**config.mk**
```make
export PLATFORM = sky130hd
export DESIGN_NAME = rfl_select
export DESIGN_NICKNAME = d
export VERILOG_FILES = /design/src/rfl_pkg.sv /design/src/rfl_select.sv
export SDC_FILE = /design/constraint.sdc
export NUM_CORES = 1
export LEC_CHECK = 0
export BUFFER_PORTS_ARGS = -buffer_cell sky130_fd_sc_hd__clkbuf_2
export CAP_MARGIN = 30
export CORE_MARGIN = 4
export CORE_UTILIZATION = 33
export CTS_BUF_LIST = sky130_fd_sc_hd__clkbuf_16
export DETAILED_ROUTE_END_ITERATION = 12
export GPL_ROUTABILITY_DRIVEN = 0
export PLACE_DENSITY = 0.59
export SYNTH_ARGS = -nofsm -noshare
export SYNTH_HDL_FRONTEND = slang
export SYNTH_SLANG_ARGS = --single-unit
```
**constraint.sdc**
```tcl
create_clock -name clk -period 17.6 [get_ports clk]
set_clock_uncertainty 0.15 [all_clocks]
set_input_delay 3.52 -clock clk [delete_from_list [all_inputs] [get_ports clk]]
set_output_delay 3.52 -clock clk [all_outputs]
set_load 0.03 [all_outputs]
```
**src/rfl_pkg.sv**
```systemverilog
// Shared constants, payload types and control structs of the masked rank filter.
`default_nettype none
package rfl_pkg;

  localparam int MAX_ROWS = 1024;
  localparam int MAX_HALF = 3;
  localparam int SLOTS    = 2 * MAX_HALF + 1;
  localparam int WIN_N    = SLOTS * SLOTS;
  localparam int ROW_W    = $clog2(MAX_ROWS);
  localparam int SLOT_W   = $clog2(SLOTS);
  localparam int POS_W    = $clog2(WIN_N);
  localparam int CNT_W    = $clog2(WIN_N + 1);
  localparam int ADDR_W   = $clog2(SLOTS * MAX_ROWS);

  // Field widths of the register file
  localparam int FR_W   = 11;
  localparam int FC_W   = 16;
  localparam int HALF_W = 2;
  localparam int ELEM_W = 49;
  localparam int RANK_W = 6;
  localparam int CFG_W  = 49;
  localparam int IDX_W  = 3;
  localparam int PIX_W  = 8;

  // Register indexes
  localparam logic [IDX_W-1:0] REG_FRAME_ROWS  = 3'd0;
  localparam logic [IDX_W-1:0] REG_FRAME_COLS  = 3'd1;
  localparam logic [IDX_W-1:0] REG_HALF_HEIGHT = 3'd2;
  localparam logic [IDX_W-1:0] REG_HALF_WIDTH  = 3'd3;
  localparam logic [IDX_W-1:0] REG_ELEMENT     = 3'd4;
  localparam logic [IDX_W-1:0] REG_RANK        = 3'd5;
  localparam logic [IDX_W-1:0] REG_MASK_EN     = 3'd6;

  typedef struct packed {
    logic [PIX_W-1:0] pixel_in;
    logic             mask_bit;
  } in_t;

  typedef struct packed {
    logic [PIX_W-1:0] pixel_out;
    logic             frame_last;
  } out_t;

  typedef struct packed {
    logic             mask;
    logic [PIX_W-1:0] pixel;
  } entry_t;

  typedef struct packed {
    logic              start;
    logic [RANK_W-1:0] rank;
  } sel_ctrl_t;

  typedef struct packed {
    logic             done;
    logic [PIX_W-1:0] value;
  } sel_stat_t;

endpackage
`default_nettype wire

```
**src/rfl_select.sv**
```systemverilog
// Bit-serial rank selection over the captured window, most significant bit first.
`default_nettype none
module rfl_select
  import rfl_pkg::*;
(
  input  wire logic                        clk,
  input  wire logic                        rst,
  input  wire sel_ctrl_t                   ctrl,
  input  wire logic [WIN_N-1:0][PIX_W-1:0] pix,
  input  wire logic [WIN_N-1:0]            sel,
  output sel_stat_t                        stat
);

  logic                      busy;
  logic [WIN_N-1:0]          act;
  logic [CNT_W-1:0]          rank;
  logic [$clog2(PIX_W)-1:0]  bitn;
  logic [PIX_W-1:0]          value;
  logic                      done;
  logic [WIN_N-1:0]          zv;
  logic [CNT_W-1:0]          zcnt;
  logic [CNT_W-1:0]          scnt;

  // Count candidates with a zero in the current bit plane
  always_comb begin
    for (int i = 0; i < WIN_N; i++) begin
      zv[i] = act[i] & ~pix[i][bitn];
    end
    zcnt = CNT_W'($countones(zv));
    scnt = CNT_W'($countones(sel));
  end

  always_ff @(posedge clk) begin
    if (rst) begin
      busy <= 1'b0;
      done <= 1'b0;
    end else begin
      done <= 1'b0;
      if (ctrl.start) begin
        act   <= sel;
        bitn  <= 3'(PIX_W - 1);
        value <= '0;
        if (scnt == '0) begin
          // empty element gives zero
          done <= 1'b1;
        end else begin
          busy <= 1'b1;
          rank <= (CNT_W'(ctrl.rank) >= scnt) ? scnt - 1'b1 : CNT_W'(ctrl.rank);
        end
      end else if (busy) begin
        // keep the half that holds the ranked value
        if (rank < zcnt) begin
          act         <= zv;
          value[bitn] <= 1'b0;
        end else begin
          act         <= act & ~zv;
          rank        <= rank - zcnt;
          value[bitn] <= 1'b1;
        end
        if (bitn == '0) begin
          busy <= 1'b0;
          done <= 1'b1;
        end else begin
          bitn <= bitn - 1'b1;
        end
      end
    end
  end

  assign stat.done  = done;
  assign stat.value = value;

endmodule
`default_nettype wire

```
==> results of run 1 <==
-- registers in the layout, summed over array words and instances (netlist names) --
name / count
done: 1
bitn: 3
act: 49
rank: 6
value: 8
busy: 1
-- stage by stage --
stage,instance area (um2),std cells
after floorplan,10100,1021
after global placement,12500,1813
after CTS,12800,1829
after global routing,12800,1831
after detailed placement,12500,1813
final,12800,1831
-- cell usage in the layout, fill, tap and decap left out, types with 15 or more instances in the layout --
cell,netlist,final
a221oi_1,40,40
edfxtp_1,66,66
mux4_2,24,24
mux2_2,26,26
xnor2_1,46,46
mux2i_1,59,59
nor2_1,29,29
a22oi_1,22,22
fa_1,81,81
nand3_1,26,26
a21oi_1,30,30
nand2_1,109,109
inv_1,126,125
ha_1,34,34
o21ai_0,20,20
buf_4,18,16
xor2_1,15,15
clkbuf_2,0,458
o21ai_1,18,18
-- final cells by class --
class / instances / area, um2 / share of cell area
tap: 390 / 488 / 0.0381
inverter: 128 / 482 / 0.0376
timing repair buffer: 475 / 2430 / 0.190
multi-input combinational: 752 / 7100 / 0.554
sequential: 68 / 2020 / 0.158
clock inverter: 7 / 52.6 / 0.00410
clock buffer: 9 / 225 / 0.0176
antenna: 2 / 5.00 / 0.000391
-- per-layer routing --
metal,GRT usage,routed length [um],vias to the layer above
li1,-,-,4504
met1,0.353,19000,4830
met3,0.0488,3620,33
met5,0,13,-
met2,0.410,20700,478
met4,0.0501,643,2
-- kinds of logic (layout without fill, tap and decap cells) --
family,count (synthesis),in the layout,synth area share
AOI/OAI and AO/OA,234,234,0.180
xor gates and xnor gates,62,62,0.0543
adders and majority gates,115,115,0.202
buffers and inverters,201,619,0.101
DFF,68,68,0.200
muxes,113,113,0.151
other,0,2,0
and+or+nand+nor,228,228,0.112
-- final timing paths --
path | startpoint | to | slack [ns]
setup / recovery | pix[350] | act[42] | 6.00
hold / removal | busy | busy | 0.37
setup reg to reg | bitn[1] | act[42] | 7.12
hold reg to reg | busy | busy | 0.37
-- worst max-delay path: cells and delay by family --
kind,cells,cell delay (ns)
muxes,1,0.26
xor gates and xnor gates,2,0.31
buffers and inverters,7,1.14
adders and majority gates,10,4.80
and+or+nand+nor,2,0.23
AOI/OAI and AO/OA,9,1.21
==> out/qor.txt, run 1 <==
Clk_lat worst skew: 0.34 ns
WS Path Type: in2reg
FMAX: 86.2 MHz
Initial core utilization: 0.338
Cell Rows: 63
Most frequent cell after synthesis: inv_1
Worst path max stage delay: 0.76 ns
Top cell by count, worst path: fa_1
Crit path max fanout: 55
CTS max path bufs: 2
Async SR Flop Fraction: 0
Unrepaired setup endpoints after global routing: false
Largest net degree at the start of global routing: 107
Fin. Hold Viols: 0
CP max stage cell: buf_4
WP data required: 17.51 ns
Synth unique cells: 80
Sequential fraction of the synthesis area: 0.200
Share of post-route cells with drive strength above 1: 0.407
Syn Std Cell Area: 0.0101 mm2
Die width: 183 um
Status: finished, final reports clean
DR vias: 9847
Yosys reg bits: 68
# H-tree levels: 3
Crit. End Element: flop
Final Max Tran Viols: 0
Antenna violations before repair: 3
Synth Instances: 1021
Tmin final: 11.60 ns
Synthesized area per cell: 9.92 um2
Pre-CTS setup slack: 5.60 ns
Syn Nets: 1586
Hold Crit Class: reg2reg
Antenna viol nets, final: 0
Port bufs: 458
PostCTS Resize Cnt: 0
Filler cell count: 2991
R2R depth: 31
Final hold slack: 0.369 ns
Worst-Margin Slew: 1.04 ns
Ys Warns: 0
DRT iter0 DRCs: 739
Gr ovfl total: 0
IO Count: 459
Vias in the first global route: 9967
Leading area contributor after synthesis: edfxtp_1
CTS buffer count: 9
Total clock sinks: 68
Drt total wl: 44000 um
Layout Nets: 1999
Worst Hold Depth: 1
DR vias/cell: 5.38
Synth top cells by count: inv_1 (126), nand2_1 (109), fa_1 (81)
First-pass GRT wire length: 63200 um
Post-CTS Hold Buffers: 0
Post-CTS setup buffers: 0
Area contributors post-synth: edfxtp_1 (20%), fa_1 (16%), mux2i_1 (5.8%)
Final design utilization: 0.427
Worst rel slew slack: 0.304
Drt pass-1 iters: 7
HPWL after DPL: 36500 um
Setup violators final: 0
Root buffer cell: clkbuf_16
Die footprint: 0.0336 mm2
CP startpoint kind: input port
Layout area overhead: 26.4%
Residual DRC: 0
EDFF count, synth: 66
Total global-route track usage: 0.252
Main synth FF type: edfxtp_1
CTS tree: done
Share of the synthesized area in the top cell type: 0.196
Worst-path clk slew: 0.06 ns
Total negative slack: 0 ns
Die Height: 183 um
DR WL/cell: 24.1 um
Arr. time, crit path: 11.51 ns
Max-cap violation count: 0
Final period util: 0.659
Core Region: 0.0300 mm2
Setup slack after layout: 6.00 ns
Power of run 1 is not shown: default switching activity piles up to over one toggle a cycle in this logic, so the estimate is an artifact.
==> inputs of run 2 (changes only) <==
Settings changed: PLACE_DENSITY 0.59 to 0.61.
Clock period 17.6 ns to 10 ns, I/O delays scaled along.
==> run 2 against run 1 <==
Against the previous run: non-clock buffer count up 15; core utilization is 0.48 points higher; wire length about the same; critical path depth is 1 lower; first-iteration DRC count decreased by 0.14%.
==> out/qor.txt, run 2 (same netlist as run 1, synthesis figures left out) <==
Share of post-route cells with drive strength above 1: 0.412 (was 0.407)
Die width: 183 um (unchanged)
Total global-route track usage: 0.253 (was 0.252)
Core Region: 0.0300 mm2 (unchanged)
DR WL/cell: 23.8 um (was 24.1 um)
CTS max path bufs: 2 (unchanged)
Worst Hold Depth: 1 (unchanged)
Total negative slack: 0 ns (unchanged)
Worst rel slew slack: 0.420 (was 0.304)
FMAX: 104 MHz
Drt total wl: 44000 um (about the same)
HPWL after DPL: 37300 um (was 36500 um)
Reg with most FFs: act (unchanged)
Vias in the first global route: 9994 (was 9967)
# H-tree levels: 3 (unchanged)
Commonest non-fill, non-tap cells in the layout: clkbuf_2 (457), inv_1 (126), nand2_1 (109) (was clkbuf_2 (458), inv_1 (125), nand2_1 (109))
Port bufs: 458 (unchanged)
Crit path max fanout: 31 (was 55)
Arr. time, crit path: 9.50 ns (was 11.51 ns)
Biggest registers after layout: act: 49 flops, value: 8 flops, rank: 6 flops (unchanged)
Most common cell after layout, fill and taps aside: clkbuf_2 (unchanged)
Setup slack after layout: 0.427 ns (was 6.00 ns)
Hold Crit Class: reg2reg (unchanged)
Final Max Tran Viols: 0 (unchanged)
Unrepaired setup endpoints after global routing: false (unchanged)
CP delay by family, top: adder cells (unchanged)
Worst R2R Setup Slack: 0.88 ns (was 7.12 ns)
Layout area overhead: 27.8% (was 26.4%)
Setup violators final: 0 (unchanged)
Number of flip-flops in the largest register: 49 (unchanged)
Filler cell count: 2990 (was 2991)
Root buffer cell: clkbuf_16 (unchanged)
Post-CTS setup buffers: 0 (unchanged)
Worst path max stage delay: 0.55 ns (was 0.76 ns)
Max-cap violation count: 0 (unchanged)
Worst-Margin Slew: 0.871 ns (was 1.04 ns)
CP startpoint kind: input port (unchanged)
Die footprint: 0.0336 mm2 (unchanged)
CTS buffer count: 9 (unchanged)
Largest net degree at the start of global routing: 96 (was 107)
Fin. Hold Viols: 0 (unchanged)
Min-Delay Startpoint: busy (unchanged)
Post-CTS Hold Buffers: 0 (unchanged)
Drt pass-1 iters: 5 (was 7)
Die Height: 183 um (unchanged)
Antenna viol nets, final: 0 (unchanged)
Top cell by count, worst path: fa_1 (unchanged)
Clk_lat worst skew: 0.35 ns (was 0.34 ns)
Worst-path clk slew: 0.06 ns (about the same)
PostCTS Resize Cnt: 0 (unchanged)
Reg2reg start: bitn[2] (was bitn[1])
Tmin final: 9.57 ns
DRT iter0 DRCs: 738 (was 739)
DR vias: 9849 (was 9847)
Gr ovfl total: 0 (unchanged)
Initial core utilization: 0.338 (unchanged)
Worst path buffer plus inverter count: 7 (unchanged)
Residual DRC: 0 (unchanged)
Final period util: 0.957
Crit. End Element: flop (unchanged)
Layout Nets: 2014 (was 1999)
FF-to-FF End: act[37] (was act[42])
IO Count: 459 (unchanged)
CP max stage cell: fa_1 (was buf_4)
Status: finished, final reports clean (unchanged)
DR vias/cell: 5.34 (was 5.38)
WS Path Type: in2reg (unchanged)
Cell Rows: 63 (unchanged)
Total clock sinks: 68 (unchanged)
R2R depth: 30 (was 31)
Pre-CTS setup slack: 0.146 ns (was 5.60 ns)
Hold Path End: busy (unchanged)
CTS tree: done (unchanged)
Antenna violations before repair: 3 (unchanged)
WP data required: 9.93 ns (was 17.51 ns)
First-pass GRT wire length: 63400 um (was 63200 um)
run 2: how the worst max path moves through the flow:
stage,start,endpoint,cells past startpoint
2_1_floorplan,pix[365],rank[0],28
3_3_place_gp,pix[312],act[9],31
3_5_place_dp,pix[365],act[37],28
4_1_cts,pix[222],act[37],27
5_1_grt,pix[345],act[35],31
6_report,pix[350],act[37],30
run 2: layout make-up:
| class | instances | area, um2 | area share |
|---|---|---|---|
| multi-input cells | 752 | 7100 | 0.548 |
| repair buffers | 490 | 2590 | 0.200 |
| well taps | 390 | 488 | 0.0377 |
| clock inverters | 7 | 35.0 | 0.00271 |
| flip-flops and latches | 68 | 2020 | 0.156 |
| clock buffers | 9 | 225 | 0.0174 |
| inverters | 128 | 482 | 0.0372 |
| diodes | 1 | 2.50 | 0.000193 |
run 2: stage by stage:
step | hold WS, ns | instance area (um2) | cells | utilization
finish | 0.347 | 12900 | 1845 | 0.432
global placement | 0.322 | 12700 | 1828 | 0.423
detailed placement | 0.334 | 12700 | 1828 | 0.423
CTS | 0.348 | 12900 | 1844 | 0.432
global route | 0.369 | 12900 | 1845 | 0.432
floorplan | 0.314 | 10100 | 1021 | -
run 2: routing by layer:
metal / part of all wire / vias to the layer above / GRT usage
li1: - / 4537 / -
met1: 0.42 / 4809 / 0.343
met2: 0.48 / 465 / 0.420
met3: 0.087 / 36 / 0.0512
met4: 0.014 / 2 / 0.0524
met5: 0.00030 / - / 0
run 2: worst register-to-register path, delay by kind of cell, from the launching register on:
family	cells	cell delay (ns)
AOI/OAI and AO/OA	9	1.34
xor gates and xnor gates	2	0.35
adders and majority gates	10	4.74
buffers and inverters	7	0.96
DFF	1	0.76
muxes	1	0.44
and+or+nand+nor	1	0.12
Power of run 2 is left out for the same reason.
